===== src/sv/bed_pkg.sv =====
`default_nettype none

package bed_pkg;

    // Event codes, one bit each in the enable mask.
    localparam logic [3:0] EV_PRESSED      = 4'd0;
    localparam logic [3:0] EV_RELEASED     = 4'd1;
    localparam logic [3:0] EV_CLICK        = 4'd2;
    localparam logic [3:0] EV_DOUBLE       = 4'd3;
    localparam logic [3:0] EV_TRIPLE       = 4'd4;
    localparam logic [3:0] EV_LONG_START   = 4'd5;
    localparam logic [3:0] EV_LONG_HOLD    = 4'd6;
    localparam logic [3:0] EV_LONG_END     = 4'd7;
    localparam logic [3:0] EV_ULTRA_START  = 4'd8;
    localparam logic [3:0] EV_ULTRA_HOLD   = 4'd9;
    localparam logic [3:0] EV_ULTRA_END    = 4'd10;
    localparam logic [3:0] EV_SEQ_START    = 4'd11;
    localparam logic [3:0] EV_SEQ_COMPLETE = 4'd12;

    // Configuration register indexes.
    localparam logic [2:0] CFG_INVERT       = 3'd0;
    localparam logic [2:0] CFG_DEBOUNCE     = 3'd1;
    localparam logic [2:0] CFG_LONG_TIME    = 3'd2;
    localparam logic [2:0] CFG_ULTRA_TIME   = 3'd3;
    localparam logic [2:0] CFG_CLICK_GAP    = 3'd4;
    localparam logic [2:0] CFG_SEQ_COUNT    = 3'd5;
    localparam logic [2:0] CFG_ADVANCED     = 3'd6;
    localparam logic [2:0] CFG_EVENT_MASK   = 3'd7;

    localparam int MAX_EVENTS = 4;
    localparam int NUM_CAND   = 6;

    typedef struct packed {
        logic        invert_level;
        logic [15:0] debounce_time;
        logic [15:0] long_press_time;
        logic [15:0] ultra_long_press_time;
        logic [15:0] click_gap_time;
        logic [7:0]  sequence_click_count;
        logic        advanced_enable;
        logic [12:0] event_enable_mask;
    } cfg_t;

    localparam cfg_t CFG_RESET = '{
        invert_level:          1'b1,
        debounce_time:         16'd20,
        long_press_time:       16'd1000,
        ultra_long_press_time: 16'd3000,
        click_gap_time:        16'd300,
        sequence_click_count:  8'd4,
        advanced_enable:       1'b0,
        event_enable_mask:     13'd0
    };

    typedef struct packed {
        logic        primed;
        logic        last_raw;
        logic        stable_level;
        logic [31:0] change_time;
        logic        pressed;
        logic [31:0] press_time;
        logic [31:0] release_time;
        logic        long_flag;
        logic        ultra_flag;
        logic [7:0]  clicks;
    } state_t;

    // All words caused by one sample, ready for serialization.
    typedef struct packed {
        logic                  ev_valid;
        logic [MAX_EVENTS-1:0][3:0] codes;
        logic [2:0]            count;
        logic                  is_pressed;
        logic                  is_long_pressed;
        logic [7:0]            clicks;
        logic [31:0]           hold_ms;
    } result_t;

endpackage

`default_nettype wire


===== src/sv/button_event_detector.sv =====
// Debounced push-button event detector.
//
// Input stream: one word per sample, tdata = {raw_level, timestamp_ms} with the
// millisecond timestamp in bits 31:0 and the raw pin level in bit 32. Output
// stream: one to four words per sample, in event order. tuser is event_valid;
// a sample that fires no enabled event still yields one status-only word with
// tuser low and code zero. tlast marks the final word caused by a sample.
// Configuration writes use cfg_valid/cfg_ready/cfg_index/cfg_data; cfg_ready
// is always high and writes are expected only while the block is idle.
//
// Each sample is held in the input register, its debounce and event
// logic is evaluated in a single pass into the result register, and its
// first word is then presented on the output. Throughput is set by the
// output serializer: one word per cycle while the receiver keeps tready high.
// When the receiver stalls, the result register holds its word and the input
// register still takes one more sample before tready drops.
// Reset clears the debouncer state so the first sample only primes the level,
// and loads the configuration registers with their default values.
`default_nettype none

module button_event_detector (
    input  wire logic        clk,
    input  wire logic        rst_n,

    input  wire logic        s_axis_tvalid,
    output logic             s_axis_tready,
    input  wire logic [39:0] s_axis_tdata,   // [31:0] timestamp_ms, [32] raw_level

    output logic             m_axis_tvalid,
    input  wire logic        m_axis_tready,
    output logic [47:0]      m_axis_tdata,   // [3:0] event_code, [4] is_pressed,
                                             // [5] is_long_pressed, [13:6] clicks,
                                             // [45:14] hold_ms
    output logic             m_axis_tuser,   // [0] event_valid
    output logic             m_axis_tlast,   // last_of_item

    input  wire logic        cfg_valid,
    output logic             cfg_ready,
    input  wire logic [2:0]  cfg_index,
    input  wire logic [15:0] cfg_data
);

    bed_pkg::cfg_t    cfg_reg;
    bed_pkg::state_t  state_reg;
    bed_pkg::state_t  state_next;
    bed_pkg::result_t res_reg;
    bed_pkg::result_t res_next;

    logic        in_valid_reg;
    logic [31:0] in_ts_reg;
    logic        in_raw_reg;
    logic        out_valid_reg;
    logic [1:0]  idx_reg;
    logic        out_last;
    logic        out_fire;
    logic        move;

    // Configuration registers; every index names a register.
    assign cfg_ready = 1'b1;

    always_ff @(posedge clk or negedge rst_n)
    begin
        if (!rst_n)
        begin
            cfg_reg <= bed_pkg::CFG_RESET;
        end
        else if (cfg_valid)
        begin
            case (cfg_index)
                bed_pkg::CFG_INVERT:     cfg_reg.invert_level          <= cfg_data[0];
                bed_pkg::CFG_DEBOUNCE:   cfg_reg.debounce_time         <= cfg_data;
                bed_pkg::CFG_LONG_TIME:  cfg_reg.long_press_time       <= cfg_data;
                bed_pkg::CFG_ULTRA_TIME: cfg_reg.ultra_long_press_time <= cfg_data;
                bed_pkg::CFG_CLICK_GAP:  cfg_reg.click_gap_time        <= cfg_data;
                bed_pkg::CFG_SEQ_COUNT:  cfg_reg.sequence_click_count  <= cfg_data[7:0];
                bed_pkg::CFG_ADVANCED:   cfg_reg.advanced_enable       <= cfg_data[0];
                bed_pkg::CFG_EVENT_MASK: cfg_reg.event_enable_mask     <= cfg_data[12:0];
                default:
                begin
                end
            endcase
        end
    end

    // The result register frees up on the handshake of its last word, so a
    // waiting sample moves forward in that same cycle.
    assign out_last      = ({1'b0, idx_reg} == res_reg.count - 3'd1);
    assign out_fire      = out_valid_reg && m_axis_tready;
    assign move          = in_valid_reg && (!out_valid_reg || (out_fire && out_last));
    assign s_axis_tready = !in_valid_reg || move;

    always_ff @(posedge clk or negedge rst_n)
    begin
        if (!rst_n)
        begin
            in_valid_reg <= 1'b0;
        end
        else if (s_axis_tready)
        begin
            in_valid_reg <= s_axis_tvalid;
        end
    end

    always_ff @(posedge clk)
    begin
        if (s_axis_tready && s_axis_tvalid)
        begin
            in_ts_reg  <= s_axis_tdata[31:0];
            in_raw_reg <= s_axis_tdata[32];
        end
    end

    bed_step u_step (
        .cfg     (cfg_reg),
        .st      (state_reg),
        .now     (in_ts_reg),
        .raw     (in_raw_reg),
        .st_next (state_next),
        .res     (res_next)
    );

    always_ff @(posedge clk or negedge rst_n)
    begin
        if (!rst_n)
        begin
            state_reg     <= '0;
            out_valid_reg <= 1'b0;
            idx_reg       <= 2'd0;
        end
        else
        begin
            if (move)
            begin
                state_reg     <= state_next;
                out_valid_reg <= 1'b1;
                idx_reg       <= 2'd0;
            end
            else if (out_fire)
            begin
                if (out_last)
                begin
                    out_valid_reg <= 1'b0;
                end
                else
                begin
                    idx_reg <= idx_reg + 2'd1;
                end
            end
        end
    end

    always_ff @(posedge clk)
    begin
        if (move)
        begin
            res_reg <= res_next;
        end
    end

    assign m_axis_tvalid = out_valid_reg;
    assign m_axis_tuser  = res_reg.ev_valid;
    assign m_axis_tlast  = out_last;
    assign m_axis_tdata  = {2'b00, res_reg.hold_ms, res_reg.clicks,
                            res_reg.is_long_pressed, res_reg.is_pressed,
                            res_reg.codes[idx_reg]};

endmodule

`default_nettype wire


===== src/sv/bed_step.sv =====
`default_nettype none

module bed_step (
    input  wire bed_pkg::cfg_t   cfg,
    input  wire bed_pkg::state_t st,
    input  wire logic [31:0]     now,
    input  wire logic            raw,
    output bed_pkg::state_t      st_next,
    output bed_pkg::result_t     res
);

    // Next-state and event logic for one sample.

    logic        lvl;
    logic [31:0] ct;
    logic [31:0] diff_change;
    logic [31:0] diff_press;
    logic [31:0] diff_release;
    logic [31:0] dur1;
    logic [31:0] rel_gap;
    logic        deb_ok;
    logic        press_ev;
    logic        rel_ev;
    logic [7:0]  cnt_press;
    logic [7:0]  cnt1;
    logic        long1;
    logic        ultra1;
    logic        long2;
    logic        ultra2;
    logic        pf1;
    logic [bed_pkg::NUM_CAND-1:0]      cand_en;
    logic [bed_pkg::NUM_CAND-1:0][3:0] cand_code;
    logic [2:0]  n;

    assign lvl          = raw ^ cfg.invert_level;
    assign ct           = (lvl != st.last_raw) ? now : st.change_time;
    assign diff_change  = now - ct;
    assign diff_press   = now - st.press_time;
    assign diff_release = now - st.release_time;

    assign deb_ok   = st.primed && (diff_change >= {16'd0, cfg.debounce_time})
                      && (lvl != st.stable_level);
    assign press_ev = deb_ok && lvl;
    assign rel_ev   = deb_ok && !lvl;

    // A press opens or extends a multi-click run.
    always_comb
    begin
        if (diff_release < {16'd0, cfg.click_gap_time})
        begin
            cnt_press = (st.clicks == 8'hFF) ? 8'hFF : st.clicks + 8'd1;
        end
        else
        begin
            cnt_press = 8'd1;
        end
    end

    assign pf1     = press_ev ? 1'b1 : (rel_ev ? 1'b0 : st.pressed);
    assign cnt1    = press_ev ? cnt_press : st.clicks;
    assign dur1    = press_ev ? 32'd0 : diff_press;
    assign rel_gap = rel_ev ? 32'd0 : diff_release;

    always_comb
    begin
        cand_en   = '0;
        cand_code = '0;
        long1     = st.long_flag;
        ultra1    = st.ultra_flag;

        cand_code[0] = bed_pkg::EV_PRESSED;
        cand_en[0]   = press_ev;
        cand_code[1] = bed_pkg::EV_SEQ_START;
        cand_en[1]   = press_ev && cfg.advanced_enable && (cnt_press == 8'd1);

        if (press_ev)
        begin
            long1  = 1'b0;
            ultra1 = 1'b0;
        end
        else if (rel_ev)
        begin
            // Only one end event: ultra wins over long, long over a plain release.
            if (st.ultra_flag)
            begin
                ultra1       = 1'b0;
                cand_en[2]   = 1'b1;
                cand_code[2] = bed_pkg::EV_ULTRA_END;
            end
            else if (st.long_flag)
            begin
                long1        = 1'b0;
                cand_en[2]   = 1'b1;
                cand_code[2] = bed_pkg::EV_LONG_END;
            end
            else if (diff_press >= {16'd0, cfg.debounce_time})
            begin
                cand_en[2]   = 1'b1;
                cand_code[2] = bed_pkg::EV_RELEASED;
            end
        end

        long2  = long1;
        ultra2 = ultra1;
        if (st.primed && pf1)
        begin
            if (!ultra1 && dur1 >= {16'd0, cfg.ultra_long_press_time})
            begin
                ultra2       = 1'b1;
                cand_en[3]   = 1'b1;
                cand_code[3] = bed_pkg::EV_ULTRA_START;
            end
            else if (!long1 && dur1 >= {16'd0, cfg.long_press_time})
            begin
                long2        = 1'b1;
                cand_en[3]   = 1'b1;
                cand_code[3] = bed_pkg::EV_LONG_START;
            end
            if (ultra2)
            begin
                cand_en[4]   = 1'b1;
                cand_code[4] = bed_pkg::EV_ULTRA_HOLD;
            end
            else if (long2)
            begin
                cand_en[4]   = 1'b1;
                cand_code[4] = bed_pkg::EV_LONG_HOLD;
            end
        end

        st_next.clicks = cnt1;
        if (st.primed && !pf1 && cnt1 != 8'd0 && rel_gap >= {16'd0, cfg.click_gap_time})
        begin
            st_next.clicks = 8'd0;
            cand_en[5]     = 1'b1;
            if (cnt1 == 8'd1)
            begin
                cand_code[5] = bed_pkg::EV_CLICK;
            end
            else if (cnt1 == 8'd2)
            begin
                cand_code[5] = bed_pkg::EV_DOUBLE;
            end
            else if (cnt1 == 8'd3)
            begin
                cand_code[5] = bed_pkg::EV_TRIPLE;
            end
            else if (cnt1 >= cfg.sequence_click_count)
            begin
                cand_code[5] = bed_pkg::EV_SEQ_COMPLETE;
            end
            else
            begin
                // A short run of four or more clicks is dropped silently.
                cand_en[5] = 1'b0;
            end
        end

        // Masked events vanish; the rest are packed in candidate order.
        for (int k = 0; k < bed_pkg::NUM_CAND; k++)
        begin
            cand_en[k] = cand_en[k] && cfg.event_enable_mask[cand_code[k]];
        end

        st_next.primed       = 1'b1;
        st_next.last_raw     = lvl;
        st_next.stable_level = st.primed ? (deb_ok ? lvl : st.stable_level) : lvl;
        st_next.change_time  = st.primed ? ct : now;
        st_next.pressed      = pf1;
        st_next.press_time   = press_ev ? now : st.press_time;
        st_next.release_time = rel_ev ? now : st.release_time;
        st_next.long_flag    = st.primed ? long2 : st.long_flag;
        st_next.ultra_flag   = st.primed ? ultra2 : st.ultra_flag;
    end

    always_comb
    begin
        res       = '0;
        n         = 3'd0;
        for (int k = 0; k < bed_pkg::NUM_CAND; k++)
        begin
            if (cand_en[k] && !n[2])
            begin
                res.codes[n[1:0]] = cand_code[k];
                n = n + 3'd1;
            end
        end
        res.ev_valid        = (n != 3'd0);
        res.count           = (n == 3'd0) ? 3'd1 : n;
        res.is_pressed      = pf1;
        res.is_long_pressed = st_next.long_flag;
        res.clicks          = st_next.clicks;
        res.hold_ms         = pf1 ? dur1 : 32'd0;
    end

endmodule

`default_nettype wire


===== config.mk =====
export PLATFORM = sky130hd
export DESIGN_NAME = button_event_detector
export DESIGN_NICKNAME = d
export VERILOG_FILES = /design/src/sv/bed_pkg.sv /design/src/sv/button_event_detector.sv /design/src/sv/bed_step.sv
export SDC_FILE = /design/constraint.sdc
export NUM_CORES = 1
export LEC_CHECK = 0
export BUFFER_PORTS_ARGS = -buffer_cell sky130_fd_sc_hd__buf_2
export CELL_PAD_IN_SITES_DETAIL_PLACEMENT = 0
export CELL_PAD_IN_SITES_GLOBAL_PLACEMENT = 1
export CORE_MARGIN = 3
export CORE_UTILIZATION = 50
export CTS_BUF_LIST = sky130_fd_sc_hd__clkbuf_4
export DETAILED_ROUTE_END_ITERATION = 10
export GPL_ROUTABILITY_DRIVEN = 0
export PLACE_DENSITY_LB_ADDON = 0.2
export SYNTH_ARGS = -nofsm -noshare
export SYNTH_HDL_FRONTEND = slang
export SYNTH_SLANG_ARGS = --single-unit

===== constraint.sdc =====
create_clock -name clk -period 14.3 [get_ports clk]
set_input_delay 3.575 -clock clk [delete_from_list [all_inputs] [get_ports clk]]
set_output_delay 3.575 -clock clk [all_outputs]
set_load 0.01 [all_outputs]

==> metrics.yaml <==
final_layout:
  fillers: 3985
  layout_common_cells: "nand2_1 (232), inv_1 (203), ha_1 (201)"
  largest_reg_flops: 110
  design_area_sq_mm: 0.02389
  drive_gt1_share_pct: 17.77
  seqCellArea_sq_mm: 0.007909
  area_growth_pct: 8.447
  multi_input_area_sq_mm: 0.01268
  final_common_cell: "nand2_1"
  fin_nets: 2747
synth:
  postSynthAreaPerCell_sq_um: 9.147
  synthFlopType: "dfrtp_1"
  async_flop_share_pct: 67.91
  syn-cell-area_sq_mm: 0.02202
  ys_seq_area_share_pct: 35.91
  syn_inst: 2408
  synth-edff-count: 95
  yosys_warnings: 0
  synth_seq_cells: 296
  synth_cell_types: 100
grt:
  grt_max_degree: 87
  grtUsageTotal_pct: 25.41
  antenna_found_initial: 1
  grt_pass1_wl_mm: 94.07
  grt_pass1_vias: 17980
  grt_overflow: 0
placement:
  dpl-instance-area_sq_mm: 0.02274
  io_buffers: 106
  hpwl_mm: 45.76
route:
  wirelength_mm: 59.31
  vias_per_cell: 5.796
  ant_nets: 0
  drt-initial-drc-count: 1101
  drc: 0
  wl_per_cell_um: 18.92
  via_count: 18170
  dr.pass1.iters: 5
power:
  power_leakage_nw: 10.75
  max-vdd-ir-drop_mv: 0.1086
  powerDensity_mw_per_mm2: 250.2
sta:
  tns_ns: 0
  period_needed_ns: 11.95
  maxSlewViolCount: 0
  hold_viol_final: 0
  slew_headroom_pct: 28.27
  worstMarginPinSlew_ns: 1.065
  finClkSkew_ns: 0.05183
  period_share_pct: 83.55
  hold_slack_ns: 0.4816
  rsz0062_at_grt: "false"
  finalSetupViolations: 0
  clock.fmax_mhz: 83.70
clocking:
  clockBufferDepth: 3
  clk_latency_ns: 0.83
  clk_pin_slew_worst_paths_ns: 0.06
  cts_setup_buffers: 0
  cts_buffers: 83
  cts_root_buffer: "clkbuf_4"
  clkSinkCount: 296
  htreeDepth: 3
  post_cts_resized: 0
  holdBufCountCts: 0
  cts_tree: "done"
floorplan:
  coreArea_sq_mm: 0.04327
  die_height_um: 215.9
  die_area_sq_mm: 0.04660
  fp.dieW_um: 215.9
  num_rows: 76
  boundaryPins: 117
  start_util_pct: 50.91
worst_hold_path:
  hp-start: "state_reg[51]"
  min_delay_worst_endpoint: "state_reg[51]"
  worstHoldPathCells: 2
  hold_class: "flip-flop to flip-flop"
status:
  status: "finished, final reports clean"
worst_setup_path:
  r2r_cells: 45
  cp.required_ns: 14.84
  rr_startpoint: "cfg_reg[86]"
  critical-path-slowest-cell: "or3_1"
  end_kind: "flip-flop"
  crit_fanout: 34
  arrival_ns: 12.48
  critPathMaxStageDelay_ns: 0.73
  start_kind: "flip-flop"
  critPathMostFrequentCell: "a21o_1"
  rr_endpoint: "res_reg[55]"
  worst-r2r-setup-slack_ns: 2.35
  path_class: "flip-flop to flip-flop"
run:
  cap_violations: 0
==> where the power goes <==
group	total, mW	internal, mW	switching, mW
Combinational	3.80	1.54	2.27
Sequential	1.35	1.18	0.170
Clock	0.828	0.453	0.375
Total	5.98	3.16	2.81
==> worst max-delay path: cells and delay by family (launching register included) <==
kind / cells / cell delay, ns
AO/OA/AOI/OAI: 20 / 4.56
AND/OR/NAND/NOR: 10 / 2.50
adder cells (fa/ha/maj): 6 / 1.52
XOR/XNOR: 3 / 1.18
multiplexers: 2 / 0.67
buffers and inverters: 4 / 0.60
flip-flops: 1 / 0.58
==> cells by family after synthesis <==
kind of cell	share of synthesized area, %
other	0.03410
adders and majority gates	12.01
buffers and inverters	6.652
xor gates and xnor gates	3.516
muxes	8.061
DFF	35.91
and+or+nand+nor	15.24
AOI/OAI and AO/OA	18.58
==> stage by stage <==
| stage | cells | total power [mW] | util [%] | setup WS, ns |
|---|---|---|---|---|
| 3_5_place_dp | 2980 | 5.124 | 52.56 | 2.564 |
| 2_1_floorplan | 2409 | 4.195 | - | 3.516 |
| 3_3_place_gp | 2980 | 5.032 | 52.56 | 2.684 |
| 4_1_cts | 3134 | 5.992 | 55.20 | 2.504 |
| 6_report | 3135 | 5.977 | 55.21 | 2.352 |
| 5_1_grt | 3135 | 6.538 | 55.21 | 1.664 |
==> layout make-up <==
| class | count | share of cell area, % |
|---|---|---|
| Timing Repair Buffer | 120 | 2.698 |
| Multi-Input combinational cell | 1773 | 53.10 |
| Inverter | 206 | 3.237 |
| Clock inverter | 23 | 0.6600 |
| Clock buffer | 131 | 4.117 |
| Antenna cell | 1 | 0.01048 |
| Tap cell | 585 | 3.064 |
| Sequential cell | 296 | 33.11 |
==> cell usage after synthesis (all sizes together), types with 28 or more instances <==
cell type / number / area [sq um]
clkbuf: 75 / 281.5
ha: 201 / 2515
nor3: 54 / 270.3
o21a: 28 / 210.2
mux2i: 33 / 334.1
xor2: 35 / 314.1
xnor2: 45 / 412.9
a31oi: 28 / 181.4
nand2: 236 / 900.9
nand2b: 29 / 181.4
o21ai: 174 / 870.8
buf: 59 / 410.4
edfxtp: 95 / 2853
nand4: 33 / 206.5
nor2: 143 / 544.3
a21oi: 144 / 739.5
inv: 206 / 773.2
a21o: 60 / 450.4
nor2b: 40 / 250.2
mux2: 120 / 1351
dfrtp: 180 / 4504
nand3: 54 / 270.3
==> routing by layer <==
metal	wire length [um]	GRT usage (%)	vias to the layer above
li1	-	-	8852
met4	2446	11.76	0
met3	2604	3.830	161
met2	28910	43.90	458
met1	25350	31.38	8698
met5	0	0	-
==> worst max-delay path by stage <==
stage,startpoint,end,cells after the start
2_1_floorplan,cfg_reg[86],res_reg[55],48
3_3_place_gp,cfg_reg[86],res_reg[55],45
3_5_place_dp,cfg_reg[86],res_reg[55],45
4_1_cts,cfg_reg[86],res_reg[55],45
5_1_grt,cfg_reg[86],res_reg[55],45
6_report,cfg_reg[86],res_reg[55],45
Note: power is estimated with default switching activity, not from simulation.
